==> src/rtl/hci_frm_pkg.sv <==
// Shared constants and types of the H4 packet framer.
`default_nettype none
package hci_frm_pkg;

    localparam int MAX_PACKET = 2048;
    // Packet byte counter: holds 0 .. MAX_PACKET.
    localparam int CNT_W      = $clog2(MAX_PACKET + 1);
    // Unsaturated length: type + 4 preamble bytes + 16-bit payload length.
    localparam int LEN_W      = 17;

    localparam logic [7:0] TYPE_CMD = 8'h01;
    localparam logic [7:0] TYPE_ACL = 8'h02;
    localparam logic [7:0] TYPE_SCO = 8'h03;
    localparam logic [1:0] KIND_ACL = 2'd2;

    localparam int PRE_SHORT = 3;
    localparam int PRE_LONG  = 4;
    // Index of the preamble byte that holds the (low) length byte.
    localparam int LEN_IDX   = 3;
    localparam logic [1:0] HDR_BYTES = 2'd3;

    typedef enum logic [2:0] {
        PH_IDLE     = 3'b001,
        PH_PREAMBLE = 3'b010,
        PH_PAYLOAD  = 3'b100
    } t_phase;

    // Result of one word, handed from the framing core to the output stage.
    typedef struct packed {
        logic       load;   // a result word group is produced
        logic       burst;  // precede the word with the zero header bytes
        logic [7:0] data;
        logic       pend;   // word completes the packet
    } t_result;

endpackage
`default_nettype wire

==> src/rtl/hci_frm_input.sv <==
// Input register of the H4 packet framer.
`default_nettype none
module hci_frm_input (
    input  wire logic       i_clk,
    input  wire logic       i_rst_n,
    input  wire logic       i_valid,
    output logic            o_ready,
    input  wire logic [7:0] i_in_byte,
    input  wire logic       i_take,
    output logic            o_held,
    output logic [7:0]      o_byte
);
    import hci_frm_pkg::*;

    logic       r_valid;
    logic       n_valid;
    logic [7:0] r_byte;

    assign o_ready = !r_valid || i_take;
    assign o_held  = r_valid;
    assign o_byte  = r_byte;

    always_comb begin
        n_valid = r_valid;
        if (i_take) begin
            n_valid = 1'b0;
        end
        if (i_valid && o_ready) begin
            n_valid = 1'b1;
        end
    end

    always_ff @(posedge i_clk) begin
        if (!i_rst_n) begin
            r_valid <= 1'b0;
        end else begin
            r_valid <= n_valid;
        end
    end

    always_ff @(posedge i_clk) begin
        if (i_valid && o_ready) begin
            r_byte <= i_in_byte;
        end
    end

endmodule
`default_nettype wire

==> src/rtl/hci_frm_core.sv <==
// Framing state and per-word decision of the H4 packet framer.
`default_nettype none
module hci_frm_core (
    input  wire logic                  i_clk,
    input  wire logic                  i_rst_n,
    input  wire logic                  i_held,
    input  wire logic [7:0]            i_byte,
    input  wire logic                  i_can_load,
    output logic                       o_take,
    output hci_frm_pkg::t_result       o_result
);
    import hci_frm_pkg::*;

    t_phase             r_phase, n_phase;
    logic [1:0]         r_kind, n_kind;
    logic [CNT_W-1:0]   r_count, n_count;
    logic [CNT_W-1:0]   r_total, n_total;
    logic [7:0]         r_low, n_low;

    logic               drop;
    logic [CNT_W-1:0]   count_inc;
    logic [CNT_W-1:0]   pre;
    logic [7:0]         len_lo;
    logic [LEN_W-1:0]   len_full;
    logic [CNT_W-1:0]   len_sat;
    logic               is_type;

    assign is_type   = (i_byte == TYPE_CMD) || (i_byte == TYPE_ACL) || (i_byte == TYPE_SCO);
    assign count_inc = r_count + CNT_W'(1);
    assign pre       = (r_kind == KIND_ACL) ? CNT_W'(PRE_LONG) : CNT_W'(PRE_SHORT);
    // Length byte may arrive in this very word.
    assign len_lo    = (r_count == CNT_W'(LEN_IDX)) ? i_byte : r_low;

    always_comb begin
        if (r_kind == KIND_ACL) begin
            len_full = LEN_W'(1) + LEN_W'(pre) + LEN_W'({i_byte, len_lo});
        end else begin
            len_full = LEN_W'(1) + LEN_W'(pre) + LEN_W'(len_lo);
        end
        if (len_full > LEN_W'(MAX_PACKET)) begin
            len_sat = CNT_W'(MAX_PACKET);
        end else begin
            len_sat = CNT_W'(len_full);
        end
    end

    assign drop   = (r_phase == PH_IDLE) && !is_type;
    assign o_take = i_held && (drop || i_can_load);

    always_comb begin
        n_phase         = r_phase;
        n_kind          = r_kind;
        n_count         = r_count;
        n_total         = r_total;
        n_low           = r_low;
        o_result.load   = 1'b0;
        o_result.burst  = 1'b0;
        o_result.data   = i_byte;
        o_result.pend   = 1'b0;
        unique case (r_phase)
            PH_IDLE: begin
                if (is_type) begin
                    o_result.load  = 1'b1;
                    o_result.burst = 1'b1;
                    n_kind         = i_byte[1:0];
                    n_count        = CNT_W'(1);
                    n_total        = '0;
                    n_low          = '0;
                    n_phase        = PH_PREAMBLE;
                end
            end
            PH_PREAMBLE: begin
                o_result.load = 1'b1;
                n_count       = count_inc;
                if (r_count == CNT_W'(LEN_IDX)) begin
                    n_low = i_byte;
                end
                if (r_count >= pre) begin
                    n_total = len_sat;
                    if (count_inc >= len_sat) begin
                        o_result.pend = 1'b1;
                        n_count       = '0;
                        n_phase       = PH_IDLE;
                    end else begin
                        n_phase = PH_PAYLOAD;
                    end
                end
            end
            PH_PAYLOAD: begin
                o_result.load = 1'b1;
                n_count       = count_inc;
                if (count_inc >= r_total) begin
                    o_result.pend = 1'b1;
                    n_count       = '0;
                    n_phase       = PH_IDLE;
                end
            end
            default: begin
                n_phase = PH_IDLE;
            end
        endcase
        if (!i_held) begin
            o_result.load = 1'b0;
        end
    end

    always_ff @(posedge i_clk) begin
        if (!i_rst_n) begin
            r_phase <= PH_IDLE;
            r_kind  <= '0;
            r_count <= '0;
            r_total <= '0;
            r_low   <= '0;
        end else if (o_take) begin
            r_phase <= n_phase;
            r_kind  <= n_kind;
            r_count <= n_count;
            r_total <= n_total;
            r_low   <= n_low;
        end
    end

endmodule
`default_nettype wire

==> src/rtl/hci_frm_emit.sv <==
// Output register of the H4 packet framer: plays out the zero header bytes.
`default_nettype none
module hci_frm_emit (
    input  wire logic                  i_clk,
    input  wire logic                  i_rst_n,
    input  wire hci_frm_pkg::t_result  i_result,
    input  wire logic                  i_take,
    output logic                       o_can_load,
    output logic                       o_valid,
    input  wire logic                  i_ready,
    output logic [7:0]                 o_out_byte,
    output logic                       o_packet_end,
    output logic                       o_run_end
);
    import hci_frm_pkg::*;

    logic       r_valid, n_valid;
    logic [1:0] r_hdr_left, n_hdr_left;
    logic [7:0] r_data;
    logic       r_pend;
    logic       last;
    logic       load;

    assign last       = (r_hdr_left == 2'd0);
    assign o_can_load = !r_valid || (i_ready && last);
    assign load       = i_take && i_result.load;

    assign o_valid      = r_valid;
    assign o_out_byte   = last ? r_data : 8'h00;
    assign o_packet_end = last && r_pend;
    assign o_run_end    = last;

    always_comb begin
        n_valid    = r_valid;
        n_hdr_left = r_hdr_left;
        if (r_valid && i_ready) begin
            if (last) begin
                n_valid = 1'b0;
            end else begin
                n_hdr_left = r_hdr_left - 2'd1;
            end
        end
        if (load) begin
            n_valid    = 1'b1;
            n_hdr_left = i_result.burst ? HDR_BYTES : 2'd0;
        end
    end

    always_ff @(posedge i_clk) begin
        if (!i_rst_n) begin
            r_valid    <= 1'b0;
            r_hdr_left <= '0;
        end else begin
            r_valid    <= n_valid;
            r_hdr_left <= n_hdr_left;
        end
    end

    always_ff @(posedge i_clk) begin
        if (load) begin
            r_data <= i_result.data;
            r_pend <= i_result.pend;
        end
    end

endmodule
`default_nettype wire

==> src/rtl/hci_h4_packet_framer.sv <==
// Top level of the H4 packet framer.
//
//   channel | valid   | ready   | payload
//   --------+---------+---------+-------------------------------------------
//   input   | i_valid | o_ready | i_in_byte
//   output  | o_valid | i_ready | o_out_byte, o_packet_end, o_run_end
//
// A byte passes input register, framing logic and output register; one word
// per cycle is sustained while the packet streams and the output is ready.
// A type byte holds the output register for three zero header bytes, then
// the type byte; the input register takes one further byte.
// Unknown type bytes are consumed with no output word.
// Synchronous active-low reset returns the framer to idle and empties both
// registers. Output stalls back up through the input register.
`default_nettype none
module hci_h4_packet_framer (
    input  wire logic       i_clk,
    input  wire logic       i_rst_n,
    input  wire logic       i_valid,
    output logic            o_ready,
    input  wire logic [7:0] i_in_byte,
    output logic            o_valid,
    input  wire logic       i_ready,
    output logic [7:0]      o_out_byte,
    output logic            o_packet_end,
    output logic            o_run_end
);
    import hci_frm_pkg::*;

    logic       take;
    logic       held;
    logic [7:0] held_byte;
    logic       can_load;
    t_result    result;

    hci_frm_input u_input (
        .i_clk     (i_clk),
        .i_rst_n   (i_rst_n),
        .i_valid   (i_valid),
        .o_ready   (o_ready),
        .i_in_byte (i_in_byte),
        .i_take    (take),
        .o_held    (held),
        .o_byte    (held_byte)
    );

    hci_frm_core u_core (
        .i_clk      (i_clk),
        .i_rst_n    (i_rst_n),
        .i_held     (held),
        .i_byte     (held_byte),
        .i_can_load (can_load),
        .o_take     (take),
        .o_result   (result)
    );

    hci_frm_emit u_emit (
        .i_clk        (i_clk),
        .i_rst_n      (i_rst_n),
        .i_result     (result),
        .i_take       (take),
        .o_can_load   (can_load),
        .o_valid      (o_valid),
        .i_ready      (i_ready),
        .o_out_byte   (o_out_byte),
        .o_packet_end (o_packet_end),
        .o_run_end    (o_run_end)
    );

endmodule
`default_nettype wire

==> config.mk <==
export PLATFORM = sky130hd
export DESIGN_NAME = hci_h4_packet_framer
export DESIGN_NICKNAME = d
export VERILOG_FILES = /design/src/rtl/hci_frm_pkg.sv /design/src/rtl/hci_frm_input.sv /design/src/rtl/hci_frm_core.sv /design/src/rtl/hci_frm_emit.sv /design/src/rtl/hci_h4_packet_framer.sv
export SDC_FILE = /design/constraint.sdc
export NUM_CORES = 1
export LEC_CHECK = 0
export BUFFER_PORTS_ARGS = -buffer_cell sky130_fd_sc_hd__buf_2
export CAP_MARGIN = 0
export CORE_ASPECT_RATIO = 0.9
export CORE_UTILIZATION = 45
export DETAILED_ROUTE_END_ITERATION = 10
export PLACE_DENSITY = 0.66
export SLEW_MARGIN = 0
export SYNTH_ARGS = -nofsm -noshare
export SYNTH_HDL_FRONTEND = slang
export SYNTH_HIERARCHICAL = 1
export SYNTH_SLANG_ARGS = --single-unit
==> constraint.sdc <==
create_clock -name i_clk -period 18.25 [get_ports i_clk]
set_clock_uncertainty 0.1 [all_clocks]
set_input_delay 1.825 -clock i_clk [delete_from_list [all_inputs] [get_ports i_clk]]
set_output_delay 1.825 -clock i_clk [all_outputs]
set_load 0.02 [all_outputs]
==> reports/qor.txt, run 1 <==
status: finished, final reports clean
kind of cell adding the most delay to the critical path: compound AO/OA/AOI/OAI gates
fin area: 4380 µm²
cells along the critical path: ha_1, nor4b_1, and4b_4, mux2_2, ha_1, ha_1, or2_2, a41oi_1, nand2_1, o31a_1, a2bb2oi_1, a31o_1, o311ai_4, and2_1, ha_1, nand2b_1, a21o_1, a21o_1, a21o_1, a31oi_1, o211ai_1, a2111oi_0, o21ai_0
CTS buffer count: 9
worst path buffer plus inverter count: 0
global placer's final weighted congestion: 0.867
total power after layout: 0.268 mW
Net Switching: 0.0665 mW
initial antenna violation count: 0
Remaining DRCs: 0
Overall Global Routing Usage: 22.2%
die boundary height: 92.0 µm
Final Hold Viols: 0
endpoint of the worst hold-timing path: u_core/r_total[11]
critical register-to-register path endpoint: u_core/r_phase[0]
GRT Residual Overflow: 0
fraction of the mapped netlist area in simple logic gates: 23.1%
total of flip-flops plus latches after synthesis: 58
final worst path period need: 6.55 ns
xor/xnor cell area share of the yosys netlist: 3.68%
clock tree from TritonCTS: done
max_cap viols: 0
cell area after placement: 4180 µm²
detailed-route vias per instance: 5.75
startpoint of the worst hold path: u_core/r_total[11]
final WL: 9.50 mm
Die W: 102 µm
fraction of registers with async set/reset: 0%
H-tree Lvls: 3
endpoint arrival time on the critical path: 6.67 ns
dominant combinational cell family by area after synthesis: simple AND/OR/NAND/NOR gates
core region area: 8650 µm²
Req. time, crit path: 18.37 ns
combinational fraction of design power: 3.4%
CP Class: reg -> reg
cell type contributing the most total cell area after synthesis: dfxtp_1
top-count cell post-synth: nand2_1
Worst-Skew Late Latency: 0.35 ns
Worst Reg-to-Reg Cells: 23
Synth cell types: 72
number of buffers inserted by post-CTS setup repair: 0
Final ANT Viol Nets: 0
min-delay worst type: reg -> reg
peak fanout along the critical path: 20
area of the mapped netlist: 4050 µm²
Setup-failing EPs final: 0
fraction of final layout cells sized beyond drive strength 1: 13.6%
wire length per cell: 16.1 µm
adder-cell share of the synthesized area: 9.89%
number of flops mapped to enable cells by yosys: 17
Internal Dissipation: 0.201 mW
type of element launching the critical path: register
via count: 3394
number of buffers between clock root and the deepest sink: 2
pwr dens: 61.2 nW/µm²
clock root buffer: clkbuf_8
Reg2Reg Launch Point: u_core/r_count[0]
unrepaired setup endpoints after global routing: false
IR drop worst, VDD: 43.0 µV
Hold Path Depth: 2
Buffers on Ports: 23
nets@finish: 510
Crit path top cell by count: ha_1
post-detailed-placement half-perimeter wirelength: 7.17 mm
setup TNS after final layout: 0 ns
post-synthesis net count: 498
num rows: 32
primary flip-flop cell chosen by synthesis mapping: dfxtp_1
sequential group share of total power: 51.2%
worst relative slew slack: 35.1%
main area contributors after synthesis: dfxtp_1 (20%), edfxtp_1 (13%), ha_1 (9.9%)
top achievable clock speed: 0.153 GHz
number of sinks driven by the clock tree: 58
leakage power: 1.76 nW
global-route wire length before repair: 15.8 mm
quantity of gates resized following cts: 0
TritonRoute pass-1 iters: 4
fraction of power spent switching nets: 24.8%
post-synthesis area per instance: 8.91 µm²
final number of max-transition violations: 0
area fraction in compound gates after synthesis: 19.8%
largest net degree at the start of global routing: 21
sequential area share after synthesis: 32.9%
slowest library cell on the worst path: o311ai_4
floorplan die area: 9380 µm²
Gate Count Post-Synth: 454
peak per-stage delay on the critical path: 0.57 ns
part of the total power dissipated in the clock network: 45.4%
warning count from the yosys run: 6
final worst setup slack: 11.70 ns
initial standard-cell utilization of the core: 46.8%
worst setup slack for register-to-register paths: 11.70 ns
worst-case setup slack after placement: 11.78 ns
hold buffer count at CTS: 0
synth cell count leaders: nand2_1 (55), dfxtp_1 (41), nor2_1 (34), ha_1 (32), inv_1 (22)
starting DRC count in detailed routing: 155
antenna diode count: 0
top cell type's share of synthesized area: 20.3%
Area growth, synth to finish: 8.23%
final cycle utilization of the critical path: 35.9%
via count of the first global-routing pass: 3191
Clock Pin Slew Worst Setup and Hold Paths: 0.07 ns
transition at the pin with the smallest max-transition slack: 0.974 ns
multiplexer share of the synthesized area: 5.13%
critical path endpoint category: register
I/O pin count: 24
==> layout by cell type (no fill, tap or decap), drive strengths merged, types with 7 or more instances in the layout <==
cell / instances
a21oi: 19
nand2b: 10
o21ai: 15
or2: 8
dfxtp: 41
nand2: 55
nor2b: 9
a32o: 12
ha: 32
mux2i: 12
inv: 23
xnor2: 11
and2: 15
buf: 24
o221ai: 7
nand3: 8
nor3: 9
edfxtp: 17
nand4: 10
clkbuf: 9
nor2: 34
==> worst max path at each step <==
stage / start / to / slack (ns) / cells past startpoint
final: u_core/r_count[0] / u_core/r_phase[0] / 11.70 / 23
after CTS: u_core/r_count[0] / u_core/r_phase[0] / 11.74 / 23
after detailed placement: u_core/r_count[0] / u_core/r_phase[0] / 11.78 / 23
after global routing: u_core/r_count[0] / u_core/r_phase[0] / 11.19 / 23
after global placement: u_core/r_count[0] / u_core/r_phase[0] / 12.01 / 23
after floorplan: u_core/r_count[0] / u_core/r_phase[0] / 12.26 / 27
==> power by group through the flow <==
stage / sequential (mW) / clock [mW] / combinational, mW
after floorplan: 0.138 / 0 / 0.00842
after global placement: 0.140 / 0 / 0.00873
after detailed placement: 0.140 / 0 / 0.00889
after CTS: 0.137 / 0.127 / 0.00897
after global routing: 0.138 / 0.132 / 0.0101
final: 0.137 / 0.122 / 0.00899
==> area by class of cell <==
class,count,area (µm²)
Clock inverter,7,78.8
Inverter,22,82.6
Multi-Input combinational cell,351,2490
Timing Repair Buffer,24,123
Sequential cell,58,1330
Fill cell,832,4270
Tap cell,119,149
Clock buffer,9,124
==> flip-flops by register name (all words and copies together), names as in the netlist <==
| signal | count |
|---|---|
| u_input/o_byte | 8 |
| u_core/r_phase | 3 |
| u_core/r_kind | 2 |
| u_core/r_low | 8 |
| u_emit/r_pend | 1 |
| u_core/r_count | 12 |
| u_emit/r_data | 8 |
| u_input/o_held | 1 |
| u_emit/o_valid | 1 |
| u_emit/r_hdr_left | 2 |
| u_core/r_total | 12 |
==> cells by family after synthesis <==
kind of cell | after synthesis
and+or+nand+nor | 179
AOI/OAI and AO/OA | 105
muxes | 18
adders and majority gates | 32
xor gates and xnor gates | 17
DFF | 58
buffers and inverters | 45
==> metal layers <==
| metal | GRT usage, % | up-vias | share of wire (%) |
|---|---|---|---|
| met5 | 0 | - | 0 |
| met4 | 7.62 | 0 | 1.5 |
| met3 | 5.34 | 13 | 5.2 |
| met2 | 34.6 | 86 | 46 |
| met1 | 29.9 | 1606 | 47 |
| li1 | - | 1689 | - |
==> through the flow <==
stage               utilization (%)  hold slack, ns  instances
CTS                            50.6           0.361        590
global placement               48.3           0.343        574
global route                   50.6           0.378        590
floorplan                         -           0.325        454
finish                         50.6           0.356        590
detailed placement             48.3           0.344        574
==> tightest hold or removal path, stage by stage, from the launching register on <==
cell     delay, ns
dfxtp_1       0.33
nand2_1       0.04
o21ai_0       0.05
Power figures use the tool's default switching activity.
==> inputs of run 2 (changes only) <==
Clock period 18.25 ns to 6.3 ns, I/O delays scaled along.
==> run 2 against run 1 <==
Critical path depth did not move. Largest power group unchanged. Die area did not move. Clock power rose to 3.0 times the previous value. Worst hold slack got worse by 0.0025 ns. Power rose to 3.0 times the previous value.
==> reports/qor.txt, run 2 (synthesis gave the netlist of run 1 again) <==
worst setup slack for register-to-register paths: 0.36 ns (was 11.70 ns)
GRT Residual Overflow: 0 (unchanged)
area of combinational cells with multiple inputs: 2500 µm² (was 2490 µm²)
antenna diode count: 0 (unchanged)
endpoint of the worst hold-timing path: u_input/o_byte[2] (was u_core/r_total[11])
CTS buffer count: 9 (unchanged)
Hold Path Depth: 1 (was 2)
critical path endpoint category: register (unchanged)
via count: 3411 (was 3394)
H-tree Lvls: 3 (unchanged)
post-layout utilization of the core: 51.1% (was 50.6%)
IR drop worst, VDD: 116 µV (was 43.0 µV)
Reg2Reg Launch Point: u_core/r_count[0] (unchanged)
Internal Dissipation: 0.616 mW (was 0.201 mW)
post-detailed-placement half-perimeter wirelength: 7.29 mm (was 7.17 mm)
combinational fraction of design power: 3.3% (was 3.4%)
critical register-to-register path endpoint: u_core/r_phase[0] (unchanged)
number of buffers between clock root and the deepest sink: 2 (unchanged)
endpoint arrival time on the critical path: 6.06 ns (was 6.67 ns)
number of filler instances in the final layout: 821 (was 832)
total instance count after detailed placement: 578 (was 574)
num rows: 32 (unchanged)
highest-count cells in the layout ignoring fill and taps: nand2_1 (55), dfxtp_1 (41), nor2_1 (34) (unchanged)
TritonRoute pass-1 iters: 5 (was 4)
startpoint of the worst hold path: i_in_byte[2] (was u_core/r_total[11])
Area growth, synth to finish: 9.25% (was 8.23%)
Net Switching: 0.179 mW (was 0.0665 mW)
fraction of final layout cells sized beyond drive strength 1: 13.9% (was 13.6%)
registers with the most flip-flops: u_core/r_count x12, u_core/r_total x12 (unchanged)
starting DRC count in detailed routing: 178 (was 155)
final cycle utilization of the critical path: 94.3% (was 35.9%)
leakage power: 1.79 nW (was 1.76 nW)
setup TNS after final layout: 0 ns (unchanged)
most common cell after layout, fill and taps aside: nand2_1 (unchanged)
fraction of power spent switching nets: 22.5% (was 24.8%)
CP Class: reg -> reg (unchanged)
clock tree from TritonCTS: done (unchanged)
Remaining DRCs: 0 (unchanged)
final worst path period need: 5.94 ns (was 6.55 ns)
Worst Reg-to-Reg Cells: 23 (unchanged)
min-delay worst type: in -> reg (was reg -> reg)
max_cap viols: 0 (unchanged)
Clock Pin Slew Worst Setup and Hold Paths: 0.07 ns (about the same)
number of standard cells in the final layout excluding fillers: 594 (was 590)
nets@finish: 514 (was 510)
Die W: 102 µm (unchanged)
via count of the first global-routing pass: 3313 (was 3191)
die boundary height: 92.0 µm (unchanged)
core region area: 8650 µm² (unchanged)
number of sinks driven by the clock tree: 58 (unchanged)
largest net degree at the start of global routing: 20 (was 21)
I/O pin count: 24 (unchanged)
Overall Global Routing Usage: 23.0% (was 22.2%)
register area: 1330 µm² (unchanged)
detailed-route vias per instance: 5.74 (was 5.75)
wire length per cell: 16.4 µm (was 16.1 µm)
Setup-failing EPs final: 0 (unchanged)
clock root buffer: clkbuf_8 (unchanged)
pwr dens: 180 nW/µm² (was 61.2 nW/µm²)
Req. time, crit path: 6.42 ns (was 18.37 ns)
Final Hold Viols: 0 (unchanged)
Final ANT Viol Nets: 0 (unchanged)
peak fanout along the critical path: 19 (was 20)
sequential group share of total power: 50.0% (was 51.2%)
Buffers on Ports: 23 (unchanged)
global-route wire length before repair: 16.4 mm (was 15.8 mm)
unrepaired setup endpoints after global routing: false (unchanged)
top achievable clock speed: 0.168 GHz (was 0.153 GHz)
worst relative slew slack: 26.6% (was 35.1%)
final WL: 9.77 mm (was 9.50 mm)
initial standard-cell utilization of the core: 46.8% (unchanged)
Worst-Skew Late Latency: 0.35 ns (about the same)
floorplan die area: 9380 µm² (unchanged)
global placer's final weighted congestion: 0.906 (was 0.867)
status: finished, final reports clean (unchanged)
final number of max-transition violations: 0 (unchanged)
part of the total power dissipated in the clock network: 46.6% (was 45.4%)
transition at the pin with the smallest max-transition slack: 1.10 ns (was 0.974 ns)
initial antenna violation count: 0 (unchanged)
type of element launching the critical path: register (unchanged)
## run 2: changes by cell type in the layout (fill, tap and decap cells not counted), moves of 2 or more
cell,change
clkinv_4,-2
buf_4,+4
clkinv_1,+3
clkinvlp_4,-2
## run 2: worst max-delay path, stage by stage, from the launching register on
cell       delay, ns
dfxtp_1         0.47
ha_1            0.25
nor4b_1         0.24
and4b_4         0.29
buf_4           0.28
mux2i_1         0.35
inv_1           0.08
ha_1            0.20
or2_2           0.29
a41oi_1         0.21
nand2_1         0.08
o31a_1          0.15
a2bb2oi_1       0.14
a31o_1          0.24
o311ai_4        0.37
buf_4           0.23
nand2_1         0.08
ha_1            0.30
and3_1          0.21
a221o_1         0.31
a31oi_2         0.26
o211ai_1        0.13
a2111oi_0       0.38
o21ai_0         0.16
## run 2: layout make-up
| cell class | instances | area share, % |
|---|---|---|
| inverter | 22 | 1.87 |
| clock inverter | 7 | 1.90 |
| clock buffer | 9 | 2.80 |
| multi-input combinational | 351 | 56.5 |
| sequential | 58 | 30.1 |
| timing repair buffer | 28 | 3.45 |
| tap | 119 | 3.37 |
## run 2: repair_timing
action,CTS,global route
gates resized for setup,0,1
buffers inserted,0,0
hold endpoints to repair,0,0
hold buffers,0,0
setup endpoints to repair,0,1
## run 2: worst max path at each step
stage,from,end,slack [ns],cells past startpoint
2_1_floorplan,u_core/r_count[0],u_core/r_phase[0],0.31,27
3_3_place_gp,u_core/r_count[0],u_core/r_phase[0],0.57,23
3_5_place_dp,u_core/r_count[0],u_core/r_phase[0],0.41,23
4_1_cts,u_core/r_count[0],u_core/r_phase[0],0.34,23
5_1_grt,u_core/r_count[0],u_core/r_phase[0],0.02,23
6_report,u_core/r_count[0],u_core/r_phase[0],0.36,23
## run 2: routing by layer
layer	part of all wire, %	global-route usage, %	vias up
met1	48	31.3	1616
met5	0	0	-
met2	45	35.6	89
met4	1.2	7.86	0
li1	-	-	1695
met3	5.7	5.18	11
## run 2: power groups by stage
stage / Sequential, mW / Combinational, mW / Clock (mW)
after CTS: 0.398 / 0.0262 / 0.381
after floorplan: 0.400 / 0.0244 / 0
after global routing: 0.398 / 0.0288 / 0.398
final: 0.398 / 0.0263 / 0.371
after detailed placement: 0.406 / 0.0261 / 0
after global placement: 0.406 / 0.0256 / 0
## run 2: per-stage QoR
step | setup slack [ns] | total power, mW | area [µm²] | hold slack, ns
after floorplan | 0.307 | 0.425 | 4050 | 0.325
after global placement | 0.570 | 0.431 | 4210 | 0.340
after detailed placement | 0.414 | 0.432 | 4210 | 0.361
after CTS | 0.344 | 0.804 | 4410 | 0.338
after global routing | 0.0180 | 0.825 | 4420 | 0.328
final | 0.361 | 0.795 | 4420 | 0.353
==> inputs of run 3 (changes only) <==
Settings changed: CORE_UTILIZATION 45 to 52, PLACE_DENSITY 0.66 to 0.74.
==> run 3 against run 2 <==
Cell area shrank 0.48%. Utilization grew 7.2 points. Sequential share of layout area grew 0.15 points. Clock power shrank 4%. Non-clock buffer count grew 1. Worst hold slack lost 0.0088 ns. Cell count shrank 3.7%. Largest power group unchanged. Via count grew 1.1%. Clock-buffer cell count is the same. Fmax grew 1.2%. Sequential power is essentially flat.
==> reports/qor.txt, run 3 (synthesis gave the netlist of run 1 again) <==
TritonRoute pass-1 iters: 5 (unchanged)
number of buffers between clock root and the deepest sink: 2 (unchanged)
Overall Global Routing Usage: 26.3% (was 23.0%)
Final ANT Viol Nets: 0 (unchanged)
final cycle utilization of the critical path: 93.1% (was 94.3%)
global-route wire length before repair: 16.4 mm (unchanged)
num rows: 30 (was 32)
final WL: 9.54 mm (was 9.77 mm)
top achievable clock speed: 0.170 GHz (was 0.168 GHz)
post-layout utilization of the core: 58.3% (was 51.1%)
Clock Pin Slew Worst Setup and Hold Paths: 0.07 ns (about the same)
floorplan die area: 8140 µm² (was 9380 µm²)
registers with the most flip-flops: u_core/r_count x12, u_core/r_total x12 (unchanged)
Die W: 95.0 µm (was 102 µm)
initial standard-cell utilization of the core: 53.6% (was 46.8%)
Area growth, synth to finish: 8.72% (was 9.25%)
via count: 3450 (was 3411)
Buffers on Ports: 23 (unchanged)
number of standard cells in the final layout excluding fillers: 572 (was 594)
transition at the pin with the smallest max-transition slack: 1.03 ns (was 1.10 ns)
status: finished, final reports clean (unchanged)
worst relative slew slack: 31.4% (was 26.6%)
worst-case setup slack after placement: 0.451 ns (was 0.414 ns)
number of sinks driven by the clock tree: 58 (unchanged)
largest net degree at the start of global routing: 20 (unchanged)
die boundary height: 85.7 µm (was 92.0 µm)
leakage power: 1.79 nW (about the same)
Setup-failing EPs final: 0 (unchanged)
CP Class: reg -> reg (unchanged)
global placer's final weighted congestion: 0.925 (was 0.906)
endpoint arrival time on the critical path: 6.00 ns (was 6.06 ns)
critical path endpoint category: register (unchanged)
clock tree from TritonCTS: done (unchanged)
fraction of final layout cells sized beyond drive strength 1: 14.9% (was 13.9%)
Worst-Skew Late Latency: 0.36 ns (was 0.35 ns)
starting DRC count in detailed routing: 250 (was 178)
Final Hold Viols: 0 (unchanged)
number of filler instances in the final layout: 658 (was 821)
register area: 1330 µm² (unchanged)
clock root buffer: clkbuf_8 (unchanged)
final worst setup slack: 0.432 ns (was 0.361 ns)
initial antenna violation count: 0 (unchanged)
IR drop worst, VDD: 136 µV (was 116 µV)
total power after layout: 0.780 mW (was 0.795 mW)
most common cell after layout, fill and taps aside: nand2_1 (unchanged)
final worst path period need: 5.87 ns (was 5.94 ns)
highest-count cells in the layout ignoring fill and taps: nand2_1 (55), dfxtp_1 (41), nor2_1 (34) (unchanged)
setup TNS after final layout: 0 ns (unchanged)
min-delay worst type: in -> reg (unchanged)
nets@finish: 515 (was 514)
via count of the first global-routing pass: 3419 (was 3313)
pwr dens: 177 nW/µm² (was 180 nW/µm²)
max_cap viols: 0 (unchanged)
area of combinational cells with multiple inputs: 2500 µm² (about the same)
H-tree Lvls: 3 (unchanged)
unrepaired setup endpoints after global routing: false (unchanged)
I/O pin count: 24 (unchanged)
total instance count after detailed placement: 556 (was 578)
Req. time, crit path: 6.43 ns (was 6.42 ns)
core region area: 7540 µm² (was 8650 µm²)
number of buffers inserted by post-CTS setup repair: 0 (unchanged)
Remaining DRCs: 0 (unchanged)
detailed-route vias per instance: 6.03 (was 5.74)
antenna diode count: 0 (unchanged)
CTS buffer count: 9 (unchanged)
GRT Residual Overflow: 0 (unchanged)
wire length per cell: 16.7 µm (was 16.4 µm)
peak fanout along the critical path: 19 (unchanged)
type of element launching the critical path: register (unchanged)
post-detailed-placement half-perimeter wirelength: 7.30 mm (was 7.29 mm)
final number of max-transition violations: 0 (unchanged)
hold buffer count at CTS: 0 (unchanged)
## run 3: area by class of cell
class                   count  share of cell area [%]
clock inverters             7                    1.79
multi-input cells         351                    56.9
repair buffers             29                    3.64
well taps                  96                    2.73
flip-flops and latches     58                    30.3
clock buffers               9                    2.82
inverters                  22                    1.88
## run 3: repair_timing
action                     CTS  global route
gates resized for setup      0             3
hold endpoints to repair     0             0
setup endpoints to repair    0             1
## run 3: metrics by stage
step           cell area, µm²  hold WS [ns]
2_1_floorplan            4050         0.325
3_3_place_gp             4190         0.337
3_5_place_dp             4190         0.348
4_1_cts                  4390         0.333
5_1_grt                  4400         0.324
6_report                 4400         0.345
## run 3: worst paths after layout
kind,startpoint,to,slack [ns],cells after the start
setup / recovery,u_core/r_count[0],u_core/r_phase[0],0.43,24
hold reg to reg,u_core/r_total[9],u_core/r_total[9],0.36,2
setup reg to reg,u_core/r_count[0],u_core/r_phase[0],0.43,24
hold / removal,i_in_byte[0],u_input/o_byte[0],0.34,1
## run 3: critical path, stage by stage, from the launching register on
cell and delay, ns:
dfxtp_1 0.46, ha_1 0.25, nor4b_1 0.25, and4b_4 0.29
buf_4 0.29, mux2i_2 0.31, inv_1 0.07, ha_1 0.20
or2_2 0.29, a41oi_1 0.22, nand2_1 0.08, o31a_1 0.15
a2bb2oi_1 0.14, a31o_1 0.25, o311ai_4 0.35, buf_4 0.24
nand2b_1 0.08, ha_1 0.30, a21o_1 0.15, a21o_1 0.17
a21o_1 0.18, a31oi_2 0.26, o211ai_1 0.15, a2111oi_1 0.38
o21ai_0 0.15
## run 3: routing by layer
layer	GRT usage, %	part of all wire [%]	up-vias
li1	-	-	1697
met3	7.80	6.2	24
met5	0	0	-
met4	11.0	2.4	0
met2	39.8	44	81
met1	34.9	47	1648
## run 3: power by group
group	switching, mW	internal, mW	total (mW)	leakage (nW)
clock	0.171	0.185	0.356	0.0921
sequential	0.00927	0.388	0.398	0.491
combinational	0.0160	0.0102	0.0262	1.20
total	0.196	0.583	0.780	1.79
